`src/sv/assert_macros.svh`:
```
// assertion helpers used by the top-level rtl file
`ifndef ASSERT_MACROS_SVH
`define ASSERT_MACROS_SVH
`ifndef SYNTHESIS
// checked while out of reset
`define ASSERT_RST(lbl, clk, rst_n, prop, msg) \
  lbl: assert property (@(posedge clk) disable iff (!rst_n) prop) else $error(msg);
// checked at every edge, reset included
`define ASSERT_ALWAYS(lbl, clk, prop, msg) \
  lbl: assert property (@(posedge clk) prop) else $error(msg);
`else
`define ASSERT_RST(lbl, clk, rst_n, prop, msg)
`define ASSERT_ALWAYS(lbl, clk, prop, msg)
`endif
`endif

```
`src/sv/bcde_pkg.sv`:
```
package bcde_pkg;

  typedef struct packed {
    logic signed [15:0] y;
    logic signed [15:0] x;
  } point_t;

  typedef enum logic [1:0] {
    MODE_PUSH   = 2'd0,
    MODE_POP    = 2'd1,
    MODE_SAMPLE = 2'd2,
    MODE_BUILD  = 2'd3
  } mode_e;

  typedef enum logic [1:0] {
    STAT_OK    = 2'd0,
    STAT_FULL  = 2'd1,
    STAT_EMPTY = 2'd2,
    STAT_FEW   = 2'd3
  } status_e;

  typedef struct packed {
    logic push_wr;
    logic load;
    logic take;
    logic shift1;
    logic shift2;
  } cell_ctl_t;

  // unsigned Q1.16 one
  localparam logic [16:0] FRAC_ONE = 17'd65536;
  // signed Q2.14 one
  localparam logic signed [17:0] Q14_ONE = 18'sd16384;

endpackage

```
`src/sv/bcde_lerp.sv`:
```
module bcde_lerp #(
  parameter int T_FRAC_BITS = 16
) (
  input  logic signed [15:0]    a_i,
  input  logic signed [15:0]    b_i,
  input  logic [T_FRAC_BITS:0]  t_i,
  output logic signed [15:0]    r_o
);
  localparam int PW = T_FRAC_BITS + 19;
  localparam logic signed [PW-1:0] HALF = PW'(1) << (T_FRAC_BITS - 1);

  logic signed [16:0]   diff;
  logic signed [PW-1:0] prod;
  logic signed [PW-1:0] prod_rnd;
  logic signed [18:0]   delta;
  logic signed [19:0]   sum;

  always_comb begin
    diff     = {b_i[15], b_i} - {a_i[15], a_i};
    prod     = PW'(diff) * PW'($signed({1'b0, t_i}));
    prod_rnd = prod + HALF;
    // dropping the low bits of a two's complement word rounds toward minus infinity
    delta    = prod_rnd[PW-1:T_FRAC_BITS];
    sum      = 20'(a_i) + 20'(delta);
    if (sum > 20'sd32767) begin
      r_o = 16'sh7fff;
    end else if (sum < -20'sd32768) begin
      r_o = 16'sh8000;
    end else begin
      r_o = sum[15:0];
    end
  end

endmodule

```
`src/sv/bcde_cell.sv`:
```
module bcde_cell (
  input  logic               clk_i,
  input  bcde_pkg::cell_ctl_t ctl_i,
  input  bcde_pkg::point_t   push_pt_i,
  input  bcde_pkg::point_t   next1_i,
  input  bcde_pkg::point_t   next2_i,
  input  bcde_pkg::point_t   result_i,
  output bcde_pkg::point_t   ctrl_o,
  output bcde_pkg::point_t   work_o
);
  import bcde_pkg::*;

  point_t ctrl_q, ctrl_d;
  point_t work_q, work_d;

  always_comb begin
    ctrl_d = ctrl_q;
    if (ctl_i.push_wr) begin
      ctrl_d = push_pt_i;
    end
  end

  // the new level is built at the tail while the old one moves toward the head
  always_comb begin
    work_d = work_q;
    if (ctl_i.load) begin
      work_d = ctrl_q;
    end else if (ctl_i.take) begin
      work_d = result_i;
    end else if (ctl_i.shift2) begin
      work_d = next2_i;
    end else if (ctl_i.shift1) begin
      work_d = next1_i;
    end
  end

  always_ff @(posedge clk_i) begin
    ctrl_q <= ctrl_d;
    work_q <= work_d;
  end

  assign ctrl_o = ctrl_q;
  assign work_o = work_q;

endmodule

```
`src/sv/bezier_curve_evaluator_top.sv`:
```
// Bezier curve evaluator, de Casteljau in fixed point.
// Input channel (in_valid_i / in_stall_o) carries mode, window fractions and t;
// output channel (out_valid_o / out_stall_i) carries result points with level,
// position, point count, status and a last flag on the final result of an item.
// Push, pop and any item refused with a status are answered from idle: the
// result is registered and shows in the cycle after the transfer, and a new item
// can follow in the next cycle if that result is not stalled.
// Sample and construct over n points run through n(n-1)/2 interpolation steps,
// one per cycle while no result is stalled, in a row of cells that each hold
// one control point and one work point; the head pair feeds one interpolation
// unit per coordinate and the cells shift toward the head while results fill in
// at the tail. The sample result, or the final construct point, is registered
// from the final step, and the next item is taken once the evaluator is idle.
// While the receiver stalls a waiting result, every interpolation step waits,
// and no new item is taken until the output register can be loaded.
// Reset empties the point list and returns to idle; point storage is not cleared.
`include "assert_macros.svh"

module bezier_curve_evaluator_top #(
  parameter int MAX_POINTS  = 8,
  parameter int T_FRAC_BITS = 16
) (
  input  logic        clk_i,
  input  logic        rst_ni,
  input  logic        in_valid_i,
  output logic        in_stall_o,
  input  logic [1:0]  mode_i,
  input  logic [16:0] x_frac_i,
  input  logic [16:0] y_frac_i,
  input  logic [16:0] t_value_i,
  output logic        out_valid_o,
  input  logic        out_stall_i,
  output logic signed [15:0] point_x_o,
  output logic signed [15:0] point_y_o,
  output logic [2:0]  level_o,
  output logic [2:0]  position_o,
  output logic [3:0]  point_count_o,
  output logic [1:0]  status_o,
  output logic        last_o
);
  import bcde_pkg::*;

  localparam int CW  = $clog2(MAX_POINTS + 1);
  localparam int IW  = $clog2(MAX_POINTS);
  localparam int TW  = T_FRAC_BITS + 1;
  localparam int TXW = (TW > 17) ? TW : 17;
  localparam logic [TXW-1:0] T_ONE = TXW'(1) << T_FRAC_BITS;

  typedef enum logic [1:0] {
    ST_IDLE = 2'b01,
    ST_RUN  = 2'b10
  } state_e;

  state_e        state_q, state_d;
  logic [CW-1:0] held_q, held_d;
  logic [CW-1:0] len_q, len_d;
  logic [CW-1:0] pos_q, pos_d;
  logic [CW-1:0] lvl_q, lvl_d;
  logic [TW-1:0] t_q, t_d;
  logic          all_q, all_d;

  logic          out_valid_q;
  point_t        out_pt_q;
  logic [2:0]    out_level_q;
  logic [2:0]    out_pos_q;
  logic [3:0]    out_count_q;
  logic [1:0]    out_status_q;
  logic          out_last_q;

  logic          can_emit, in_acc, step, last_in_level, final_step;
  logic          push_wr, load;
  logic [CW-1:0] wr_idx;
  logic [IW-1:0] pop_idx;
  logic [TXW-1:0] t_ext, t_clamp;

  logic          emit;
  point_t        emit_pt;
  logic [2:0]    emit_level, emit_pos;
  logic [3:0]    emit_count;
  status_e       emit_status;
  logic          emit_last;

  logic [16:0]   xc, yc, yinc;
  logic signed [17:0] px_w, py_w;
  point_t        push_pt, result_pt;

  point_t        cell_ctrl [MAX_POINTS];
  point_t        cell_work [MAX_POINTS];
  cell_ctl_t     cell_ctl  [MAX_POINTS];

  assign can_emit   = !out_valid_q || !out_stall_i;
  assign in_stall_o = (state_q != ST_IDLE) || (out_valid_q && out_stall_i);
  assign in_acc     = in_valid_i && !in_stall_o;
  assign step       = (state_q == ST_RUN) && can_emit;

  assign last_in_level = (pos_q + CW'(2)) == len_q;
  assign final_step    = last_in_level && (len_q == CW'(2));
  assign wr_idx        = last_in_level ? (len_q - CW'(2)) : (len_q - CW'(1));
  assign pop_idx       = IW'(held_q - CW'(1));

  // push mapping: x' = 2x - 1, y' = 1 - 2y in Q2.14
  always_comb begin
    xc      = (x_frac_i > FRAC_ONE) ? FRAC_ONE : x_frac_i;
    yc      = (y_frac_i > FRAC_ONE) ? FRAC_ONE : y_frac_i;
    yinc    = yc + 17'd1;
    px_w    = $signed({2'b00, xc[16:1]}) - Q14_ONE;
    py_w    = Q14_ONE - $signed({2'b00, yinc[16:1]});
    push_pt.x = px_w[15:0];
    push_pt.y = py_w[15:0];
  end

  always_comb begin
    t_ext   = TXW'(t_value_i);
    t_clamp = (t_ext > T_ONE) ? T_ONE : t_ext;
  end

  bcde_lerp #(.T_FRAC_BITS(T_FRAC_BITS)) u_lerp_x (
    .a_i(cell_work[0].x),
    .b_i(cell_work[1].x),
    .t_i(t_q),
    .r_o(result_pt.x)
  );

  bcde_lerp #(.T_FRAC_BITS(T_FRAC_BITS)) u_lerp_y (
    .a_i(cell_work[0].y),
    .b_i(cell_work[1].y),
    .t_i(t_q),
    .r_o(result_pt.y)
  );

  always_comb begin
    for (int k = 0; k < MAX_POINTS; k++) begin
      cell_ctl[k].push_wr = push_wr && (held_q[IW-1:0] == IW'(k));
      cell_ctl[k].load    = load;
      cell_ctl[k].take    = step && (wr_idx == CW'(k));
      cell_ctl[k].shift1  = step && !last_in_level;
      cell_ctl[k].shift2  = step && last_in_level;
    end
  end

  for (genvar k = 0; k < MAX_POINTS; k++) begin : g_cell
    point_t next1, next2;
    if (k + 1 < MAX_POINTS) begin : g_n1
      assign next1 = cell_work[k+1];
    end else begin : g_n1_end
      assign next1 = '0;
    end
    if (k + 2 < MAX_POINTS) begin : g_n2
      assign next2 = cell_work[k+2];
    end else begin : g_n2_end
      assign next2 = '0;
    end
    bcde_cell u_cell (
      .clk_i    (clk_i),
      .ctl_i    (cell_ctl[k]),
      .push_pt_i(push_pt),
      .next1_i  (next1),
      .next2_i  (next2),
      .result_i (result_pt),
      .ctrl_o   (cell_ctrl[k]),
      .work_o   (cell_work[k])
    );
  end

  always_comb begin
    state_d     = state_q;
    held_d      = held_q;
    len_d       = len_q;
    pos_d       = pos_q;
    lvl_d       = lvl_q;
    t_d         = t_q;
    all_d       = all_q;
    push_wr     = 1'b0;
    load        = 1'b0;
    emit        = 1'b0;
    emit_pt     = '0;
    emit_level  = '0;
    emit_pos    = '0;
    emit_count  = 4'(held_q);
    emit_status = STAT_OK;
    emit_last   = 1'b1;
    unique case (state_q)
      ST_IDLE: begin
        if (in_acc) begin
          unique case (mode_e'(mode_i)) inside
            MODE_PUSH: begin
              emit = 1'b1;
              if (held_q == CW'(MAX_POINTS)) begin
                emit_status = STAT_FULL;
              end else begin
                push_wr    = 1'b1;
                held_d     = held_q + CW'(1);
                emit_pt    = push_pt;
                emit_pos   = 3'(held_q);
                emit_count = 4'(held_q + CW'(1));
              end
            end
            MODE_POP: begin
              emit = 1'b1;
              if (held_q == '0) begin
                emit_status = STAT_EMPTY;
              end else begin
                held_d     = held_q - CW'(1);
                emit_pt    = cell_ctrl[pop_idx];
                emit_count = 4'(held_q - CW'(1));
              end
            end
            MODE_SAMPLE, MODE_BUILD: begin
              if (held_q < CW'(2)) begin
                emit        = 1'b1;
                emit_status = STAT_FEW;
              end else begin
                load    = 1'b1;
                state_d = ST_RUN;
                len_d   = held_q;
                pos_d   = '0;
                lvl_d   = CW'(1);
                t_d     = t_clamp[TW-1:0];
                all_d   = (mode_e'(mode_i) == MODE_BUILD);
              end
            end
            default: ;
          endcase
        end
      end
      ST_RUN: begin
        if (step) begin
          if (all_q || final_step) begin
            emit       = 1'b1;
            emit_pt    = result_pt;
            emit_level = 3'(lvl_q);
            emit_pos   = 3'(pos_q);
            emit_last  = final_step;
          end
          if (last_in_level) begin
            len_d = len_q - CW'(1);
            pos_d = '0;
            lvl_d = lvl_q + CW'(1);
          end else begin
            pos_d = pos_q + CW'(1);
          end
          if (final_step) begin
            state_d = ST_IDLE;
          end
        end
      end
      default: state_d = ST_IDLE;
    endcase
  end

  always_ff @(posedge clk_i or negedge rst_ni) begin
    if (!rst_ni) begin
      state_q     <= ST_IDLE;
      held_q      <= '0;
      len_q       <= '0;
      pos_q       <= '0;
      lvl_q       <= '0;
      all_q       <= 1'b0;
      out_valid_q <= 1'b0;
    end else begin
      state_q <= state_d;
      held_q  <= held_d;
      len_q   <= len_d;
      pos_q   <= pos_d;
      lvl_q   <= lvl_d;
      all_q   <= all_d;
      if (emit) begin
        out_valid_q <= 1'b1;
      end else if (!out_stall_i) begin
        out_valid_q <= 1'b0;
      end
    end
  end

  always_ff @(posedge clk_i) begin
    t_q <= t_d;
    if (emit) begin
      out_pt_q     <= emit_pt;
      out_level_q  <= emit_level;
      out_pos_q    <= emit_pos;
      out_count_q  <= emit_count;
      out_status_q <= emit_status;
      out_last_q   <= emit_last;
    end
  end

  assign out_valid_o   = out_valid_q;
  assign point_x_o     = out_pt_q.x;
  assign point_y_o     = out_pt_q.y;
  assign level_o       = out_level_q;
  assign position_o    = out_pos_q;
  assign point_count_o = out_count_q;
  assign status_o      = out_status_q;
  assign last_o        = out_last_q;

  `ASSERT_ALWAYS(a_held_range, clk_i, !rst_ni || held_q <= CW'(MAX_POINTS), "point count above capacity")
  `ASSERT_RST(a_run_bounds, clk_i, rst_ni,
    (state_q == ST_RUN) |-> (len_q >= CW'(2) && (pos_q + CW'(2)) <= len_q),
    "step counters out of range")
  `ASSERT_RST(a_run_holds_list, clk_i, rst_ni, (state_q == ST_RUN) |=> $stable(held_q),
    "point list changed during evaluation")
  `ASSERT_RST(a_final_result, clk_i, rst_ni,
    (step && final_step) |=> (state_q == ST_IDLE && out_valid_o && last_o),
    "final step did not close the item")

endmodule
```
`config.mk`:
```
export PLATFORM = sky130hd
export DESIGN_NAME = bezier_curve_evaluator_top
export DESIGN_NICKNAME = d
export VERILOG_FILES = /design/src/sv/bcde_pkg.sv /design/src/sv/bcde_lerp.sv /design/src/sv/bcde_cell.sv /design/src/sv/bezier_curve_evaluator_top.sv
export VERILOG_INCLUDE_DIRS = /design/src /design/src/sv
export SDC_FILE = /design/constraint.sdc
export NUM_CORES = 2
export LEC_CHECK = 0
export ABC_AREA = 0
export BUFFER_PORTS_ARGS = -buffer_cell sky130_fd_sc_hd__buf_2
export CAP_MARGIN = 20
export CORE_AREA = 4 4 354 356
export DETAILED_ROUTE_END_ITERATION = 16
export DIE_AREA = 0 0 358 360
export SYNTH_ARGS = -nofsm -noshare
export SYNTH_HDL_FRONTEND = slang
export SYNTH_SLANG_ARGS = --single-unit
```
`constraint.sdc`:
```
create_clock -name clk_i -period 13.2 [get_ports clk_i]
set_clock_uncertainty 0.05 [all_clocks]
set_input_delay 0.66 -clock clk_i [delete_from_list [all_inputs] [get_ports clk_i]]
set_output_delay 0.66 -clock clk_i [all_outputs]
set_load 0.05 [all_outputs]
```
# Yosys cells after proc, flatten, opt, wreduce, memory -nomap -nowiden
# Index checks and enable logic that the tools add are counted.
# Widths: inputs -> output; s select.
# totals
reg_bits,594
inputBits,57
# classes
addsub,16
n_mul,2
order_cmp,9
n_eq_ne,30
n_mux,104
bitwise,2
n_reduce_logical,50
# ops
op,count
$mux 32,39
$pmux 32 s2,2
$bmux 32 s3,1
$mux 4,20
$add 35x17->35 const B,2
$mul 17x18->35,2
$mux 16,4
$gt 17x17->1 const B,3
$add 16x19->20,2
$gt 20x16->1 const B,2
$lt 20x16->1 const B,2
$mux 17,2
$sub 16x16->17,2
$pmux 4 s2,4
$reduce_bool 4->1,8
$logic_and 1x1->1,22
$add 17x1->17 const B,1
$eq 4x3->1 const B,4
$sub 15x16->16 const A,1
$sub 16x15->16 const B,1
$mux 1,15
$mux 3,5
$mux 2,7
$add 4x1->4 const B,3
34 further kinds,59

# Longest topological paths before layout
# depth
word_depth,10
mapped_depth,46
mapped_depth_nobuf,44

# By module
# From an unflattened synthesis, not the netlist that was laid out.
# unflattened
cells_unflattened,5100
hier_area_um2,55774.7
# modules_own_cells
module,n_inst,cells_each,area_per_inst_um2,seq_area_each_um2
bcde_cell,8,211,3209.3,1921.8
bcde_lerp (u_lerp_y),1,1391,11636.2,0.0
bcde_lerp (u_lerp_x),1,1307,11120.7,0.0
bezier_curve_evaluator_top,1,714,7343.3,2338.5

# Worst setup path before layout
# Ideal clock, no wire load.
# synth_timing
path_type,reg2reg
startpoint,reg g_cell[0].u_cell.work_q (netlist bit g_cell[0].u_cell.work_o[17])
endpoint,reg g_cell[4].u_cell.work_q (netlist bit g_cell[4].u_cell.work_o[23]) (data pin)
setup_ns,0.266
t_arrival_ns,9.994
t_required_ns,12.884
path_slack_ns,2.890
stages_incl_launch_ff,40
n_path_buf,3
period_less_slack_ns,10.310
path_cell_list,edfxtp_1 -> inv_1 -> ha_1 -> a21o_1 -> a21oi_1 -> o21ai_0 -> a31o_2 -> a311oi_1 -> or3_1 -> clkbuf_1 -> nand2_1 -> a211oi_1 -> fa_1 -> fa_1 -> inv_1 -> fa_1 -> fa_1 -> fa_1 -> (+4 left out) -> and3_1 -> a21oi_1 -> o21a_1 -> a2111oi_1 -> o2111ai_1 -> a21oi_1 -> nor2_1 -> xnor2_1 -> ha_1 -> and2b_2 -> nand2_1 -> o311ai_4 -> a311oi_2 -> a41oi_4 -> buf_12 -> nor3_4 -> buf_6 -> a21oi_1
# synth_rtl
element,line,text
start: declaration,bcde_cell.sv:14,"point_t work_q, work_d;"
start signal: assignment,bcde_cell.sv:39,work_q <= work_d;
end signal: assignment,bcde_cell.sv:39,
end: declaration,bcde_cell.sv:14,

==> run_results.csv <==
group,metric,value,unit
floorplanning,io_pins,104,
global_route,grt_max_degree,100,
placed_design,gp_congestion,0.8677,
sta,maxSlewViolCount,0,
final_layout,antenna_cells,0,
critical_path,critical_path.startpoint,"g_cell[0].u_cell.work_o[17]",
global_route,overflow,0,
sta,slew-limit-headroom,21.58,%
critical_path,reg2reg_slack,900,ps
detailed_routing,vias,42930,
critical_path,cpMaxStageDelayCell,"a311oi_1",
sta,setup_viol,0,
placed_design,port_buffers,103,
clocking,numCtsBuffers,69,
critical_path,reg2reg_depth,38,
clocking,clk_pin_slew,60,ps
global_route,grt_pass1_vias,42450,
status,status,"finished, final reports clean",
clocking,h-tree-depth,3,
synth,ys.flop_type,"edfxtp_1",
floorplanning,die_area,128900,um^2
critical_path,reg2reg_to,"g_cell[0].u_cell.work_o[17]",
final_layout,mostFrequentLayoutCell,"nand2_1",
floorplanning,num_rows,128,
clocking,insertion_delay,680,ps
final_layout,syn_to_final_growth,7.971,%
final_layout,drive_above_1_share,10.01,%
sta,maxClockFrequency,81.27,MHz
critical_path,critical_path.endpoint,"g_cell[0].u_cell.work_o[17]",
floorplanning,core_area,121700,um^2
flow_run,cap_violations,0,
floorplanning,die-width,358,um
detailed_routing,via_per_inst,5.818,
sta,fin_crit_sh,93.21,%
sta,tightestPinTransition,1172,ps
global_route,grt_pass1_wl,252.3,mm
synth,syn-num-nets,6609,
clocking,cts_num_sinks,593,
floorplanning,initial_core_util,45.01,%
final_layout,fillers,11440,
synth,synth_warnings,0,
sta,finalHoldViolCount,0,
critical_path,crit_path_max_fanout,13,
detailed_routing,drc,0,
critical_path,worstPathArrival,12610,ps
detailed_routing,first_pass_iters,6,
sta,finalCriticalPeriod,12300,ps
clocking,cts-root-buf,"clkbuf_16",
clocking,cts_tree,"built",
sta,setup_tns,0,ps
placed_design,dp_hpwl,117.6,mm
synth,ys_seq_area_share,32.33,%
detailed_routing,wirelength,161.9,mm
synth,ys_types,116,
detailed_routing,ant_nets,0,
critical_path,rr_startpoint,"g_cell[0].u_cell.work_o[17]",
critical_path,cp_slowest_stage_delay,780,ps
synth,synth_edf_count,574,
detailed_routing,wire_per_inst,21.94,um
sta,rsz0062_at_grt,"false",
global_route,track_usage,24.95,%
critical_path,critPathKind,"flip-flop to flip-flop",
floorplanning,chipHeight,360,um
clocking,post_cts_resize_count,0,
final_layout,fin_nets,6544,
detailed_routing,first_iter_violations,4344,
critical_path,cp.required,13510,ps
hold_path,hold_path.class,"input port to flip-flop",
global_route,grt_antenna_before_repair,3,
critical_path,crit_path_end_kind,"flip-flop",
critical_path,crit_top_cell,"fa_1",
synth,synthCells,5762,
clocking,cts_buffer_depth,3,
final_layout,layout_common_cells,"990 x nand2_1, 666 x inv_1, 574 x edfxtp_1",
synth,async_flop_share,3.204,%
synth,syn_area,54790,um^2
synth,synth_area_per_cell,9.508,um^2
synth,ys_seq_elements,593,
critical_path,startpoint_type,"flip-flop",
-- synth_stat cells, drive strengths merged, types with 13 or more instances --
| cell type | count | area [um^2] |
|---|---|---|
| nand2 | 1002 | 3844 |
| mux2i | 43 | 430.4 |
| or2 | 20 | 125.1 |
| nor2b | 131 | 827.0 |
| edfxtp | 574 | 17240 |
| ha | 338 | 4229 |
| o22ai | 24 | 150.1 |
| and3 | 50 | 314.1 |
| o21bai | 13 | 97.59 |
| nand4 | 113 | 713.2 |
| a32oi | 18 | 157.7 |
| clkbuf | 285 | 1140 |
| a21o | 38 | 287.8 |
| o31ai | 95 | 769.5 |
| mux4 | 64 | 1441 |
| and2 | 142 | 890.9 |
| inv | 667 | 2504 |
| xor2 | 44 | 392.9 |
| a31oi | 40 | 250.2 |
| o211ai | 61 | 462.9 |
| o21a | 25 | 187.7 |
| nand2b | 59 | 369.1 |
| or3 | 22 | 137.6 |
| fa | 452 | 9049 |
| dfrtp | 18 | 450.4 |
| o311ai | 13 | 131.4 |
| xnor2 | 75 | 664.4 |
| a21oi | 247 | 1469 |
| a211oi | 20 | 175.2 |
| o21ai | 306 | 1546 |
| nand3 | 220 | 1101 |
| nor2 | 242 | 910.9 |
| nor4 | 14 | 102.6 |
| nor3 | 68 | 422.9 |
| buf | 74 | 435.4 |
-- worst min-delay path by stage --
stage | from | to | slack [ps] | cells after the start
after detailed placement | all_q | all_q | 420 | 2
after floorplan | rst_ni | all_q | 310 | 0
after global placement | all_q | all_q | 410 | 2
after global routing | mode_i[0] | all_q | 230 | 3
final | mode_i[0] | all_q | 240 | 3
after CTS | mode_i[0] | all_q | 200 | 3
-- per-layer routing --
layer	routed length (um)	GRT usage (%)
met5	7	0
met4	3725	6.365
met3	14610	5.438
met2	72780	38.46
met1	70780	35.79
-- critical path: cells and delay by family, from the launching register on --
family	cells	cell delay, ps
compound gates	14	4100
xor+xnor	2	610
fa+ha+maj	9	3850
buf+inv	5	480
flops	1	430
simple gates	8	2490
-- flip-flops by register name, indices dropped and copies added, names as in the netlist, 4 cells and up --
register,cells
g_cell.u_cell.ctrl_o,256
g_cell.u_cell.work_o,256
t_q,17
point_x_o,16
point_y_o,16
held_q,4
len_q,4
point_count_o,4
pos_q,4
-- metrics by stage --
stage	cell area [um^2]	setup WS (ps)	util [%]	cells	hold slack, ps
detailed placement	56790	923.5	46.66	7248	418.0
global route	59150	194.0	48.60	7378	233.7
floorplan	54790	2890	-	5762	314.4
finish	59150	895.8	48.60	7378	237.9
global placement	56770	1150	46.64	7246	414.4
CTS	59120	886.9	48.57	7376	200.9
-- kinds of logic after synthesis --
logic type	count (synthesis)	synth area share (%)
compound gates	1012	12.31
xor+xnor	120	1.973
fa+ha+maj	790	24.24
buf+inv	1029	7.480
flops	593	32.33
mux	111	3.499
simple gates	2107	18.17
-- final cells by class --
class                      count  area [um^2]  area share [%]
inverter                     669         2516           4.254
clock inverter                41        486.7          0.8228
multi-input combinational   4140        33110           55.97
sequential                   593        17720           29.95
timing repair buffer         224         1460           2.468
clock buffer                  86         1832           3.097
tap                         1625         2033           3.437
-- timing repair --
| action | CTS | global route |
|---|---|---|
| setup buffers | 0 | 0 |
| hold buffers | 1 | 0 |
| hold endpoints to repair | 18 | 0 |
Power is left out: the tool's default activity adds up to more than one toggle a clock period on the data nets, which glitch-free logic cannot reach.
